**config.mk**
```make
export PLATFORM = sky130hd
export DESIGN_NAME = encoder_relay_volume_control
export DESIGN_NICKNAME = d
export VERILOG_FILES = /design/src/rtl/erv_pkg.sv /design/src/rtl/encoder_relay_volume_control.sv /design/src/rtl/erv_ctrl.sv /design/src/rtl/erv_dp.sv
export SDC_FILE = /design/constraint.sdc
export NUM_CORES = 1
export LEC_CHECK = 0
export BUFFER_PORTS_ARGS = -buffer_cell sky130_fd_sc_hd__buf_2
export CAP_MARGIN = 20
export CELL_PAD_IN_SITES_DETAIL_PLACEMENT = 1
export CELL_PAD_IN_SITES_GLOBAL_PLACEMENT = 1
export CORE_MARGIN = 5
export CORE_UTILIZATION = 30
export DETAILED_ROUTE_END_ITERATION = 12
export GPL_ROUTABILITY_DRIVEN = 0
export PLACE_DENSITY_LB_ADDON = 0.12
export REMOVE_ABC_BUFFERS = 1
export SYNTH_ARGS = -nofsm -noshare
export SYNTH_HDL_FRONTEND = slang
export SYNTH_HIERARCHICAL = 1
export SYNTH_SLANG_ARGS = --single-unit
```
**constraint.sdc**
```tcl
create_clock -name i_clk -period 12.7 [get_ports i_clk]
set_clock_uncertainty 0.05 [all_clocks]
set_input_delay 1.27 -clock i_clk [delete_from_list [all_inputs] [get_ports i_clk]]
set_output_delay 1.27 -clock i_clk [all_outputs]
set_load 0.005 [all_outputs]
```
**src/rtl/erv_pkg.sv**
```systemverilog
package erv_pkg;

    typedef enum logic [1:0] {
        OP_ENC  = 2'd0,
        OP_MUTE = 2'd1,
        OP_SET  = 2'd2,
        OP_NONE = 2'd3
    } t_op;

    localparam int CFG_IDX_W  = 2;
    localparam int CFG_DATA_W = 9;

    localparam logic [CFG_IDX_W-1:0] CFG_TICKS   = 2'd0;
    localparam logic [CFG_IDX_W-1:0] CFG_STEP    = 2'd1;
    localparam logic [CFG_IDX_W-1:0] CFG_BALANCE = 2'd2;
    localparam logic [CFG_IDX_W-1:0] CFG_CHMUTE  = 2'd3;

    localparam logic [1:0] CHM_LEFT  = 2'd1;
    localparam logic [1:0] CHM_RIGHT = 2'd2;

    localparam int COUNT_W = 32;
    localparam int DIV_W   = 32;
    localparam int VOL_W   = 11;

    localparam logic signed [VOL_W-1:0] VOL_MIN = -11'sd755;
    localparam logic signed [VOL_W-1:0] VOL_MAX = 11'sd120;
    localparam logic signed [VOL_W-1:0] GAIN_LO = -11'sd120;

    localparam logic signed [4:0] BOOST_UP   = 5'sd12;
    localparam logic signed [4:0] BOOST_DOWN = -5'sd12;

    localparam logic [1:0] PINS_LOW  = 2'b01;
    localparam logic [1:0] PINS_NONE = 2'b00;
    localparam logic [1:0] PINS_HIGH = 2'b10;

    typedef struct packed {
        logic load;
        logic prep;
        logic div_step;
        logic mul;
        logic apply;
        logic eff;
        logic gain;
        logic emit;
    } t_cmd;

    typedef struct packed {
        logic op_enc;
    } t_sts;

endpackage

```
**src/rtl/encoder_relay_volume_control.sv**
```systemverilog
// An encoder sample steps through the prepare, bit-serial quotient loop, multiply,
// apply, effective-level, gain and emit states; mute toggle, volume set and the
// unused code skip both. A new item is taken only after the last one is emitted.
// A finished result waits in the output register while the next item is accepted.
// Reset (synchronous, active low): volume 0 dB, count 0, unmuted, gain pins off,
// ticks per step 4, step 0.5 dB, balance 0, both channels on; no clearing pass.
module encoder_relay_volume_control #(
    parameter int CODE_BITS = 7
) (
    input  logic                                 i_clk,
    input  logic                                 i_rst_n,
    input  logic                                 i_in_valid,
    output logic                                 o_in_stall,
    input  logic [1:0]                           i_operation,
    input  logic signed [erv_pkg::COUNT_W-1:0]   i_encoder_count,
    input  logic signed [15:0]                   i_volume_value,
    output logic                                 o_out_valid,
    input  logic                                 i_out_stall,
    output logic [CODE_BITS-1:0]                 o_left_code,
    output logic [CODE_BITS-1:0]                 o_right_code,
    output logic                                 o_low_gain_on,
    output logic                                 o_high_gain_on,
    output logic signed [erv_pkg::VOL_W-1:0]     o_volume_now,
    output logic                                 o_muted_now,
    output logic                                 o_changed,
    input  logic                                 i_cfg_valid,
    output logic                                 o_cfg_ready,
    input  logic [erv_pkg::CFG_IDX_W-1:0]        i_cfg_index,
    input  logic [erv_pkg::CFG_DATA_W-1:0]       i_cfg_data
);

    erv_pkg::t_cmd cmd;
    erv_pkg::t_sts sts;

    assign o_cfg_ready = i_rst_n;

    erv_ctrl u_ctrl (
        .i_clk       (i_clk),
        .i_rst_n     (i_rst_n),
        .i_in_valid  (i_in_valid),
        .o_in_stall  (o_in_stall),
        .o_out_valid (o_out_valid),
        .i_out_stall (i_out_stall),
        .i_sts       (sts),
        .o_cmd       (cmd)
    );

    erv_dp #(
        .CODE_BITS (CODE_BITS)
    ) u_dp (
        .i_clk           (i_clk),
        .i_rst_n         (i_rst_n),
        .i_cmd           (cmd),
        .o_sts           (sts),
        .i_cfg_we        (i_cfg_valid && o_cfg_ready),
        .i_cfg_index     (i_cfg_index),
        .i_cfg_data      (i_cfg_data),
        .i_operation     (i_operation),
        .i_encoder_count (i_encoder_count),
        .i_volume_value  (i_volume_value),
        .o_left_code     (o_left_code),
        .o_right_code    (o_right_code),
        .o_low_gain_on   (o_low_gain_on),
        .o_high_gain_on  (o_high_gain_on),
        .o_volume_now    (o_volume_now),
        .o_muted_now     (o_muted_now),
        .o_changed       (o_changed)
    );

endmodule

```
**src/rtl/erv_ctrl.sv**
```systemverilog
module erv_ctrl (
    input  logic              i_clk,
    input  logic              i_rst_n,
    input  logic              i_in_valid,
    output logic              o_in_stall,
    output logic              o_out_valid,
    input  logic              i_out_stall,
    input  erv_pkg::t_sts     i_sts,
    output erv_pkg::t_cmd     o_cmd
);

    localparam int CNT_W = $clog2(erv_pkg::DIV_W);

    typedef enum logic [2:0] {
        S_IDLE,
        S_PREP,
        S_DIV,
        S_MUL,
        S_APPLY,
        S_EFF,
        S_GAIN,
        S_EMIT
    } t_state;

    t_state           r_state, n_state;
    logic [CNT_W-1:0] r_cnt, n_cnt;
    logic             r_out_valid, n_out_valid;
    erv_pkg::t_cmd    n_cmd;

    always_comb begin
        n_state     = r_state;
        n_cnt       = r_cnt;
        n_out_valid = r_out_valid && i_out_stall;
        n_cmd       = '0;
        case (r_state)
            S_IDLE: begin
                if (i_in_valid) begin
                    n_cmd.load = 1'b1;
                    n_state    = S_PREP;
                end
            end
            S_PREP: begin
                n_cmd.prep = 1'b1;
                n_cnt      = CNT_W'(erv_pkg::DIV_W - 1);
                n_state    = i_sts.op_enc ? S_DIV : S_APPLY;
            end
            S_DIV: begin
                n_cmd.div_step = 1'b1;
                if (r_cnt == '0) begin
                    n_state = S_MUL;
                end else begin
                    n_cnt = r_cnt - 1'b1;
                end
            end
            S_MUL: begin
                n_cmd.mul = 1'b1;
                n_state   = S_APPLY;
            end
            S_APPLY: begin
                n_cmd.apply = 1'b1;
                n_state     = S_EFF;
            end
            S_EFF: begin
                n_cmd.eff = 1'b1;
                n_state   = S_GAIN;
            end
            S_GAIN: begin
                n_cmd.gain = 1'b1;
                n_state    = S_EMIT;
            end
            S_EMIT: begin
                if (!r_out_valid || !i_out_stall) begin
                    n_cmd.emit  = 1'b1;
                    n_out_valid = 1'b1;
                    n_state     = S_IDLE;
                end
            end
            default: begin
                n_state = S_IDLE;
            end
        endcase
    end

    always_ff @(posedge i_clk) begin
        if (!i_rst_n) begin
            r_state     <= S_IDLE;
            r_cnt       <= '0;
            r_out_valid <= 1'b0;
        end else begin
            r_state     <= n_state;
            r_cnt       <= n_cnt;
            r_out_valid <= n_out_valid;
        end
    end

    assign o_in_stall  = !i_rst_n || (r_state != S_IDLE);
    assign o_out_valid = r_out_valid;
    assign o_cmd       = n_cmd;

    a_accept_prep: assert property (@(posedge i_clk) disable iff (!i_rst_n)
        (i_in_valid && !o_in_stall) |=> (r_state == S_PREP))
        else $error("accepted beat did not start preparation");

    a_div_exit: assert property (@(posedge i_clk) disable iff (!i_rst_n)
        (r_state == S_DIV && r_cnt == '0) |=> (r_state == S_MUL))
        else $error("division did not end after last step");

    a_no_overwrite: assert property (@(posedge i_clk) disable iff (!i_rst_n)
        !(n_cmd.emit && r_out_valid && i_out_stall))
        else $error("result overwritten while stalled");

    a_emit_idle: assert property (@(posedge i_clk) disable iff (!i_rst_n)
        n_cmd.emit |=> (o_out_valid && !o_in_stall))
        else $error("emit did not present result and return idle");

endmodule

```
**src/rtl/erv_dp.sv**
```systemverilog
module erv_dp #(
    parameter int CODE_BITS = 7
) (
    input  logic                                 i_clk,
    input  logic                                 i_rst_n,
    input  erv_pkg::t_cmd                        i_cmd,
    output erv_pkg::t_sts                        o_sts,
    input  logic                                 i_cfg_we,
    input  logic [erv_pkg::CFG_IDX_W-1:0]        i_cfg_index,
    input  logic [erv_pkg::CFG_DATA_W-1:0]       i_cfg_data,
    input  logic [1:0]                           i_operation,
    input  logic signed [erv_pkg::COUNT_W-1:0]   i_encoder_count,
    input  logic signed [15:0]                   i_volume_value,
    output logic [CODE_BITS-1:0]                 o_left_code,
    output logic [CODE_BITS-1:0]                 o_right_code,
    output logic                                 o_low_gain_on,
    output logic                                 o_high_gain_on,
    output logic signed [erv_pkg::VOL_W-1:0]     o_volume_now,
    output logic                                 o_muted_now,
    output logic                                 o_changed
);

    localparam int CW = CODE_BITS + 4;
    localparam logic [CODE_BITS-1:0] CODE_MAX = '1;

    function automatic logic signed [8:0] div5(input logic signed [11:0] x);
        logic [11:0] mag;
        logic [17:0] prod;
        logic [7:0]  q;
        mag  = x[11] ? 12'(-x) : 12'(x);
        prod = 18'(mag[9:0]) * 18'd205;
        q    = prod[17:10];
        return x[11] ? -$signed({1'b0, q}) : $signed({1'b0, q});
    endfunction

    function automatic logic signed [10:0] clamp_vol(input logic signed [18:0] v);
        if (v < erv_pkg::VOL_MIN) begin
            return erv_pkg::VOL_MIN;
        end else if (v > erv_pkg::VOL_MAX) begin
            return erv_pkg::VOL_MAX;
        end else begin
            return v[10:0];
        end
    endfunction

    logic [6:0]         r_tps, r_step;
    logic signed [8:0]  r_bal;
    logic [1:0]         r_chm;

    erv_pkg::t_op       r_op;
    logic [31:0]        r_count;
    logic signed [15:0] r_vol16;

    logic               r_neg;
    logic [31:0]        r_work;
    logic [6:0]         r_rem;
    logic signed [8:0]  r_lb5, r_rb5;
    logic [16:0]        r_prod;

    logic signed [10:0] r_mv;
    logic [31:0]        r_last;
    logic               r_mute;
    logic [1:0]         r_pins;
    logic               r_changed;

    logic signed [10:0] r_le, r_re;
    logic signed [8:0]  r_ql, r_qr;
    logic signed [4:0]  r_boost;

    logic [CODE_BITS-1:0] r_left, r_right;
    logic               r_low, r_high, r_mute_o, r_chg_o;
    logic signed [10:0] r_vol_o;

    logic [6:0]         tps_eff;
    logic [31:0]        d_fwd, d_bwd;
    logic signed [8:0]  hb, hmag9;
    logic [4:0]         m2;
    logic [5:0]         p1;
    logic [7:0]         m5, p5;
    logic [7:0]         div_t;
    logic               div_ge;
    logic [9:0]         qs;
    logic signed [18:0] step_sum;
    logic signed [10:0] mx;
    logic signed [CW-1:0] sl, sr;
    logic [CODE_BITS-1:0] code_l, code_r;

    always_comb begin
        tps_eff = (r_tps == '0) ? 7'd1 : r_tps;
        d_fwd   = r_count - r_last;
        d_bwd   = r_last - r_count;
        hb      = div5({{3{r_bal[8]}}, r_bal});
        hmag9   = hb[8] ? -hb : hb;
        m2      = hmag9[5:1];
        p1      = {1'b0, m2} + {5'b0, hmag9[0]};
        m5      = {1'b0, m2, 2'b00} + {3'b0, m2};
        p5      = {p1, 2'b00} + {2'b0, p1};
        div_t   = {r_rem, r_work[31]};
        div_ge  = (div_t >= {1'b0, tps_eff});
        qs      = (|r_work[31:10]) ? 10'h3FF : r_work[9:0];
        step_sum = r_neg ? $signed({{8{r_mv[10]}}, r_mv}) - $signed({2'b00, r_prod})
                         : $signed({{8{r_mv[10]}}, r_mv}) + $signed({2'b00, r_prod});
        mx      = (r_le > r_re) ? r_le : r_re;
        sl = $signed({{(CW-9){r_ql[8]}}, r_ql})
           - $signed({{(CW-6){r_boost[4]}}, r_boost, 1'b0})
           + $signed({{(CW-CODE_BITS){1'b0}}, CODE_MAX});
        sr = $signed({{(CW-9){r_qr[8]}}, r_qr})
           - $signed({{(CW-6){r_boost[4]}}, r_boost, 1'b0})
           + $signed({{(CW-CODE_BITS){1'b0}}, CODE_MAX});
        if (sl < 0) begin
            code_l = '0;
        end else if (sl > $signed({{(CW-CODE_BITS){1'b0}}, CODE_MAX})) begin
            code_l = CODE_MAX;
        end else begin
            code_l = sl[CODE_BITS-1:0];
        end
        if (sr < 0) begin
            code_r = '0;
        end else if (sr > $signed({{(CW-CODE_BITS){1'b0}}, CODE_MAX})) begin
            code_r = CODE_MAX;
        end else begin
            code_r = sr[CODE_BITS-1:0];
        end
        if (r_mute) begin
            code_l = '0;
            code_r = '0;
        end else if (r_chm == erv_pkg::CHM_LEFT) begin
            code_l = '0;
        end else if (r_chm == erv_pkg::CHM_RIGHT) begin
            code_r = '0;
        end
    end

    always_ff @(posedge i_clk) begin
        if (!i_rst_n) begin
            r_tps     <= 7'd4;
            r_step    <= 7'd5;
            r_bal     <= '0;
            r_chm     <= '0;
            r_op      <= erv_pkg::OP_NONE;
            r_mv      <= '0;
            r_last    <= '0;
            r_mute    <= 1'b0;
            r_pins    <= erv_pkg::PINS_NONE;
            r_changed <= 1'b0;
        end else begin
            if (i_cfg_we) begin
                case (i_cfg_index)
                    erv_pkg::CFG_TICKS:   r_tps  <= i_cfg_data[6:0];
                    erv_pkg::CFG_STEP:    r_step <= i_cfg_data[6:0];
                    erv_pkg::CFG_BALANCE: r_bal  <= $signed(i_cfg_data);
                    erv_pkg::CFG_CHMUTE:  r_chm  <= i_cfg_data[1:0];
                    default: ;
                endcase
            end
            if (i_cmd.load) begin
                r_op <= erv_pkg::t_op'(i_operation);
            end
            if (i_cmd.apply) begin
                case (r_op)
                    erv_pkg::OP_ENC: begin
                        if (r_mute) begin
                            r_last    <= r_count;
                            r_changed <= 1'b0;
                        end else if (r_work == '0) begin
                            r_changed <= 1'b0;
                        end else begin
                            r_mv      <= clamp_vol(step_sum);
                            r_last    <= r_neg ? r_count + {25'b0, r_rem}
                                               : r_count - {25'b0, r_rem};
                            r_changed <= 1'b1;
                        end
                    end
                    erv_pkg::OP_MUTE: begin
                        r_mute    <= ~r_mute;
                        r_changed <= 1'b1;
                    end
                    erv_pkg::OP_SET: begin
                        r_mv      <= clamp_vol({{3{r_vol16[15]}}, r_vol16});
                        r_changed <= 1'b1;
                    end
                    default: begin
                        r_changed <= 1'b0;
                    end
                endcase
            end
            if (i_cmd.gain && !r_mute) begin
                if (mx < erv_pkg::GAIN_LO) begin
                    r_pins <= erv_pkg::PINS_LOW;
                end else if (mx <= 0) begin
                    r_pins <= erv_pkg::PINS_NONE;
                end else begin
                    r_pins <= erv_pkg::PINS_HIGH;
                end
            end
        end
    end

    always_ff @(posedge i_clk) begin
        if (i_cmd.load) begin
            r_count <= i_encoder_count;
            r_vol16 <= i_volume_value;
        end
        if (i_cmd.prep) begin
            r_neg  <= d_fwd[31];
            r_work <= d_fwd[31] ? d_bwd : d_fwd;
            r_rem  <= '0;
            r_lb5  <= hb[8] ? $signed({1'b0, p5}) : -$signed({1'b0, m5});
            r_rb5  <= hb[8] ? -$signed({1'b0, m5}) : $signed({1'b0, p5});
        end
        if (i_cmd.div_step) begin
            r_rem  <= div_ge ? 7'(div_t - {1'b0, tps_eff}) : div_t[6:0];
            r_work <= {r_work[30:0], div_ge};
        end
        if (i_cmd.mul) begin
            r_prod <= 17'(qs) * 17'(r_step);
        end
        if (i_cmd.eff) begin
            r_le <= clamp_vol($signed({{8{r_mv[10]}}, r_mv})
                              + $signed({{10{r_lb5[8]}}, r_lb5}));
            r_re <= clamp_vol($signed({{8{r_mv[10]}}, r_mv})
                              + $signed({{10{r_rb5[8]}}, r_rb5}));
        end
        if (i_cmd.gain) begin
            r_ql <= div5({r_le[10], r_le});
            r_qr <= div5({r_re[10], r_re});
            if (mx < erv_pkg::GAIN_LO) begin
                r_boost <= erv_pkg::BOOST_DOWN;
            end else if (mx <= 0) begin
                r_boost <= '0;
            end else begin
                r_boost <= erv_pkg::BOOST_UP;
            end
        end
        if (i_cmd.emit) begin
            r_left   <= code_l;
            r_right  <= code_r;
            r_low    <= r_pins[0];
            r_high   <= r_pins[1];
            r_vol_o  <= r_mv;
            r_mute_o <= r_mute;
            r_chg_o  <= r_changed;
        end
    end

    assign o_sts.op_enc   = (r_op == erv_pkg::OP_ENC);
    assign o_left_code    = r_left;
    assign o_right_code   = r_right;
    assign o_low_gain_on  = r_low;
    assign o_high_gain_on = r_high;
    assign o_volume_now   = r_vol_o;
    assign o_muted_now    = r_mute_o;
    assign o_changed      = r_chg_o;

    a_vol_range: assert property (@(posedge i_clk) disable iff (!i_rst_n)
        (r_mv >= erv_pkg::VOL_MIN && r_mv <= erv_pkg::VOL_MAX))
        else $error("master volume outside clamp range");

    a_pins_legal: assert property (@(posedge i_clk) disable iff (!i_rst_n)
        r_pins != 2'b11)
        else $error("both gain pins set");

    a_mute_codes: assert property (@(posedge i_clk) disable iff (!i_rst_n)
        (i_cmd.emit && r_mute) |=> (r_left == '0 && r_right == '0 && r_mute_o))
        else $error("muted beat carries nonzero relay code");

endmodule

```
After elaboration in Yosys (flattened, before gate mapping)
Cells that the tools add are included.

Register bits: 280. Output and inout bits: 32. Bits in latches: 0. Input port bits: 66. Bits in writable memories: 0. Memories kept: 0. Memory bits (read-only): 0.

Multiply operators: 4. Multiplexer cells: 61. Shift operators: 0. $lt $le $gt $ge: 16. Equal/unequal tests: 21. Div/mod/pow operators: 0. Reductions and logical operators: 33. $add $sub $neg: 25. Bitwise operators: 1.

Operators with widths (number): 32-bit 2-to-1 mux (6); 11-bit 2-to-1 mux (9); 32-bit subtractor (2); 7-bit 2-to-1 mux (9); 19-bit by 8-bit > comparator with 1-bit output (second input constant) (3); 19-bit by 11-bit less-than comparator with 1-bit output (second input constant) (3); 10-bit by 8-bit multiplier with 18-bit output (second input constant) (3); 10-bit 2-to-1 mux (4); 8-bit negator with 9-bit output (4); 32-bit by 7-bit adder with 32-bit output (1); 32-bit zero test (1); 8-bit 2-to-1 mux (4); 32-bit by 7-bit subtractor with 32-bit output (1); 11-bit by 9-bit adder with 12-bit output (2); 3-bit case mux with 8 select lines (1); 10-bit by 8-bit adder with 11-bit output (second input constant) (2); 11-bit by 8-bit > comparator with 1-bit output (second input constant) (2); 11-bit by 1-bit less-than comparator with 1-bit output (second input constant) (2); 11-bit case mux with 2 select lines (1); 22-bit OR reduction (1); 10-bit negator (2); 9-bit by 6-bit subtractor with 10-bit output (2); 11-bit by 18-bit adder with 19-bit output (1); 19-bit 2-to-1 mux (1); 46 further kinds (94).

Longest topological paths before layout
Depth after elaboration: 10. Depth in mapped cells: 42.

Hierarchy
Netlist, hierarchy kept.

Modules (own cells, without submodules): erv_dp (cells an instance 2989, sequential area each 7337.0 µm², instances 1, area an instance 26865.8 µm²); erv_ctrl (cells an instance 61, sequential area each 180.2 µm², instances 1, area an instance 524.3 µm²); encoder_relay_volume_control (cells an instance 2, sequential area each 0.0 µm², instances 1, area an instance 13.8 µm²).

Least setup slack after synthesis
Ideal clock, no wire load.

Kind: register to register. Start: reg u_dp.r_bal[0]. End: reg u_dp.r_lb5[7] (data pin). Stages on the path, launching flop included: 39. Slack: 4.337 ns. Setup time: 0.275 ns. Data required time: 12.375 ns. Arrival time: 8.038 ns. Cells stage by stage: dfxtp_1 -> inv_1 -> ha_1 -> nand2_1 -> or3_1 -> or4_1 -> inv_1 -> ha_1 -> fa_1 -> inv_1 -> fa_1 -> fa_1 -> inv_1 -> ha_1 -> clkbuf_1 -> a21oi_1 -> mux2i_1 -> o21ai_0 -> [... 3 more ...] -> inv_1 -> a2111o_1 -> o221ai_1 -> a21oi_1 -> nor3_1 -> a2111oi_0 -> a21oi_1 -> xor2_1 -> inv_1 -> ha_1 -> ha_1 -> nor2b_1 -> o21ai_0 -> nand2b_1 -> a31oi_1 -> xnor2_1 -> nor2_1 -> a31oi_1.

Word-level cells in the longest chain between the ends: 10. Elaborated cells on any way between the ends: 12. Classes of those cells: add/sub (7); mul (1); mux (4).

Ends and longest elaborated chain: from (decl) (line erv_dp.sv:47) `logic signed [8:0] r_bal;`; from (signal assigned) (line erv_dp.sv:151) `erv_pkg::CFG_BALANCE: r_bal <= $signed(i_cfg_data);`; 9-bit negator with 10-bit output (line erv_dp.sv:30) `mag = x[11] ? 12'(-x) : 12'(x);`; 10-bit 2-to-1 mux * (line erv_dp.sv:30); 10-bit by 8-bit multiplier with 18-bit output * (line erv_dp.sv:31) `prod = 18'(mag[9:0]) * 18'd205;`; 8-bit negator with 9-bit output (line erv_dp.sv:33) `return x[11] ? -$signed({1'b0, q}) : $signed({1'b0, q});`; 9-bit 2-to-1 mux * (line erv_dp.sv:33); 6-bit negator (line erv_dp.sv:93) `hmag9 = hb[8] ? -hb : hb;`; 6-bit 2-to-1 mux (line erv_dp.sv:93); 7-bit by 5-bit adder with 8-bit output / 5-bit by 1-bit adder with 6-bit output (equally long branches) (line erv_dp.sv:96, erv_dp.sv:95); 8-bit negator with 9-bit output / 8-bit by 6-bit adder with 8-bit output (equally long branches) (line erv_dp.sv:208, erv_dp.sv:97); 8-bit 2-to-1 mux * (line erv_dp.sv:208) `r_lb5 <= hb[8] ? $signed({1'b0, p5}) : -$signed({1'b0, m5});`; to (signal assigned) (line erv_dp.sv:208); to (decl) (line erv_dp.sv:57) `logic signed [8:0] r_lb5, r_rb5;`.

Every way passes the cells marked *; elsewhere a longest branch is shown, timed or not. A chain may end at the register's enable or synchronous reset.

Worst setup path after layout
Start: reg u_dp.r_bal[8]. End: reg u_dp.r_rb5[7] (data pin).

Word-level cells in the longest chain between the ends: 10. Elaborated cells on any way between the ends: 12. Classes of those cells: add/sub (7); mul (1); mux (4).

Ends and longest elaborated chain: 9-bit negator with 10-bit output (line erv_dp.sv:30); 10-bit 2-to-1 mux (line erv_dp.sv:30); 10-bit by 8-bit multiplier with 18-bit output (line erv_dp.sv:31); 8-bit negator with 9-bit output (line erv_dp.sv:33); 9-bit 2-to-1 mux * (line erv_dp.sv:33); 6-bit negator (line erv_dp.sv:93); 6-bit 2-to-1 mux (line erv_dp.sv:93); 7-bit by 5-bit adder with 8-bit output / 5-bit by 1-bit adder with 6-bit output (equally long branches) (line erv_dp.sv:96, erv_dp.sv:95); 8-bit negator with 9-bit output / 8-bit by 6-bit adder with 8-bit output (equally long branches) (line erv_dp.sv:209, erv_dp.sv:97); 8-bit 2-to-1 mux * (line erv_dp.sv:209) `r_rb5 <= hb[8] ? -$signed({1'b0, m5}) : $signed({1'b0, p5});`; to (signal assigned) (line erv_dp.sv:209); to (decl) (line erv_dp.sv:57).

Marks and branches as above.

==> results.json <==
{
  "die-area_um2": 97500,
  "slew_viol_final": 0,
  "rr_endpoint": "u_dp/r_rb5[7]",
  "drc": 0,
  "rsz0062_at_grt": "false",
  "postSynthCellCount": 3052,
  "tritoncts": "done",
  "area_growth_pct": 11.4,
  "core_um2": 90300,
  "synthArstFlopShare": 0,
  "layout_min_cycle_time_ns": 10.04,
  "grt_pass1_wl_um": 128000,
  "cts_resized": 0,
  "gr-usage-all-layers": 0.159,
  "drt-wirelength-per-cell_um": 18.0,
  "cts.sinks": 278,
  "worst_ep_arrival_time_ns": 10.27,
  "cap_violations": 0,
  "initial_core_util": 0.304,
  "r2r_slack_ns": 2.66,
  "clock_path_buffers": 3,
  "setup-violations-final": 0,
  "io_buffers": 97,
  "clk_pin_slew_worst_paths_ns": 0.05,
  "synth_warnings": 6,
  "first_pass_iters": 4,
  "grt_pass1_vias": 23568,
  "ys_ff_latch": 278,
  "grt_max_degree": 59,
  "antenna_found_initial": 2,
  "crit_path_frequent_cell": "inv_1",
  "critPathKind": "flop to flop",
  "synth_edf_count": 195,
  "fillers": 10513,
  "hold_path_end": "u_dp/o_low_gain_on",
  "finalInstanceArea_um2": 30500,
  "crit_path_max_incr_delay_ns": 0.83,
  "cpMaxStageDelayCell": "dfxtp_1",
  "fin_nets": 3675,
  "ant_nets": 0,
  "die_x_um": 312,
  "vias": 21764,
  "ys.flop_type": "edfxtp_1",
  "worstRegToRegCells": 34,
  "slew_headroom": 0.338,
  "worstPathMaxFanout": 22,
  "critPathLaunchType": "flop",
  "htree_num_levels": 2,
  "clock-root-buffer": "clkbuf_16",
  "rows": 110,
  "min_from": "u_dp/r_pins[0]",
  "clock.fmax_mhz": 99.6,
  "drive_gt1_frac": 0.0806,
  "utilization": 0.338,
  "final_common_cell": "ha_1",
  "die_height_um": 312,
  "tightestPinTransition_ns": 0.993,
  "worstReg2RegStart": "u_dp/r_bal[8]",
  "yosysSeqAreaShare": 0.274,
  "wl_met1_um": 36300,
  "wl_met3_um": 1980,
  "met2_length_um": 37600,
  "wl_um": 78000,
  "required_ns": 12.94,
  "worstHoldPathCells": 0,
  "cts_hold_buf": 0,
  "p_per_area_nw_per_um2": 166,
  "diodes": 0,
  "vdd_drop_max_mv": 0.105,
  "grt_overflow_total": 0,
  "drt_iter0_drc": 728,
  "place_area_um2": 29200,
  "synth_area_um2": 27400,
  "hold_path_class": "flop to flop",
  "avgSynthCellArea_um2": 8.98,
  "ios": 98,
  "postCtsSetupBuffers": 0,
  "dpl.hpwl_um": 64000,
  "dr.max_layer_used": "met4",
  "p_leak_uw": 0.0135,
  "via_per_inst": 5.03,
  "final-hold-violation-count": 0,
  "finalSetupTns_ns": 0,
  "clock_latency_ns": 0.58,
  "outcome": "complete, no violations",
  "final_cell_mix": "ha_1 (387), inv_1 (345), nand2_1 (263)",
  "yosysUniqueCellTypes": 87,
  "endpoint_kind": "flop",
  "post-route-period-util": 0.790,
  "numCtsBuffers": 40
}
[stage by stage]
stage | std cells | power (µW) | worst slack, ns | hold slack (ns)
6_report | 4329 | 5070 | 2.66 | 0.402
5_1_grt | 4329 | 5570 | 1.86 | 0.426
4_1_cts | 4328 | 5180 | 2.62 | 0.415
3_5_place_dp | 4255 | 3980 | 2.64 | 0.398
3_3_place_gp | 4255 | 3900 | 3.03 | 0.395
2_1_floorplan | 2964 | 3300 | 4.37 | 0.353
[power by group]
part           total (µW)  switching (µW)  internal [µW]
clock network        1140             444            695
registers            1270            93.3           1170
logic                2660            1530           1130
total                5070            2070           3000
[kinds of logic after synthesis]
logic type               count (synthesis)  synth area share
flip-flops                             278             0.274
adder cells (fa/ha/maj)                487             0.250
other                                    2          0.000274
multiplexers                            57            0.0221
AO/OA/AOI/OAI                          758             0.178
XOR/XNOR                               218            0.0699
buffers and inverters                  437            0.0603
AND/OR/NAND/NOR                        815             0.146
[area by class of cell]
type / instances / area (µm²) / share of cell area
Inverter: 347 / 1300 / 0.0427
Multi-Input combinational cell: 2339 / 18300 / 0.598
Timing Repair Buffer: 116 / 648 / 0.0212
Tap cell: 1176 / 1470 / 0.0482
Sequential cell: 278 / 7520 / 0.246
Clock buffer: 59 / 1160 / 0.0381
Clock inverter: 14 / 165 / 0.00541
[routing by layer]
layer,GRT usage,vias up
met1,0.205,10604
li1,-,10874
met4,0.0440,0
met5,0,-
met2,0.281,182
met3,0.0202,104
[state kept, by name, indices dropped and copies added (netlist names), 11 cells and up]
signal and flops:
u_dp/r_re 11, u_dp/r_le 11, u_dp/r_vol16 16, u_dp/r_count 32, u_dp/o_volume_now 11, u_dp/r_last 32, u_dp/r_work 32, u_dp/r_prod 17
u_dp/r_mv 11
[critical path: cells and delay by family (launching register included)]
family / cells / cell delay (ns)
buf+inv: 7 / 1.19
xor+xnor: 2 / 0.45
fa+ha+maj: 8 / 3.26
mux: 1 / 0.23
simple gates: 5 / 1.14
compound gates: 11 / 2.61
flops: 1 / 0.83
[synthesized netlist by cell type (8+ instances only)]
cell type / count / area, µm²
o31ai_1: 23 / 173
o21bai_1: 51 / 383
a21oi_1: 238 / 1190
a211oi_1: 22 / 165
or4_1: 9 / 67.6
xor2_1: 66 / 578
and2_1: 31 / 194
and3_1: 33 / 206
o211a_1: 10 / 100
o21a_1: 34 / 255
a21o_1: 59 / 443
nor3b_1: 8 / 60.1
nand4_1: 17 / 106
fa_1: 100 / 2000
edfxtp_1: 195 / 5860
mux2_2: 27 / 304
dfxtp_1: 83 / 1660
nor2_1: 168 / 631
o31a_1: 12 / 105
mux2i_1: 30 / 300
ha_1: 387 / 4840
or3_1: 17 / 106
nand3_1: 42 / 210
a31oi_1: 27 / 169
o21ai_0: 155 / 776
nor2b_1: 59 / 369
nor4_1: 15 / 93.8
inv_1: 345 / 1290
nor3_1: 65 / 325
clkbuf_1: 80 / 300
nand2_1: 263 / 987
nand2b_1: 32 / 200
or2_2: 23 / 144
xnor2_1: 151 / 1320
a21boi_0: 20 / 150
o211ai_1: 27 / 203
[worst max path at each step]
| stage | startpoint | to | slack (ns) | depth (start not counted) |
|---|---|---|---|---|
| after floorplan | u_dp/r_bal[8] | u_dp/r_rb5[7] | 4.37 | 34 |
| after global placement | u_dp/r_bal[8] | u_dp/r_rb5[7] | 3.03 | 34 |
| after detailed placement | u_dp/r_bal[8] | u_dp/r_rb5[7] | 2.64 | 34 |
| after CTS | u_dp/r_bal[8] | u_dp/r_rb5[7] | 2.62 | 34 |
| after global routing | u_dp/r_bal[8] | u_dp/r_rb5[6] | 1.86 | 34 |
| final | u_dp/r_bal[8] | u_dp/r_rb5[7] | 2.66 | 34 |
No activity file was read; power rests on OpenSTA's default activity.
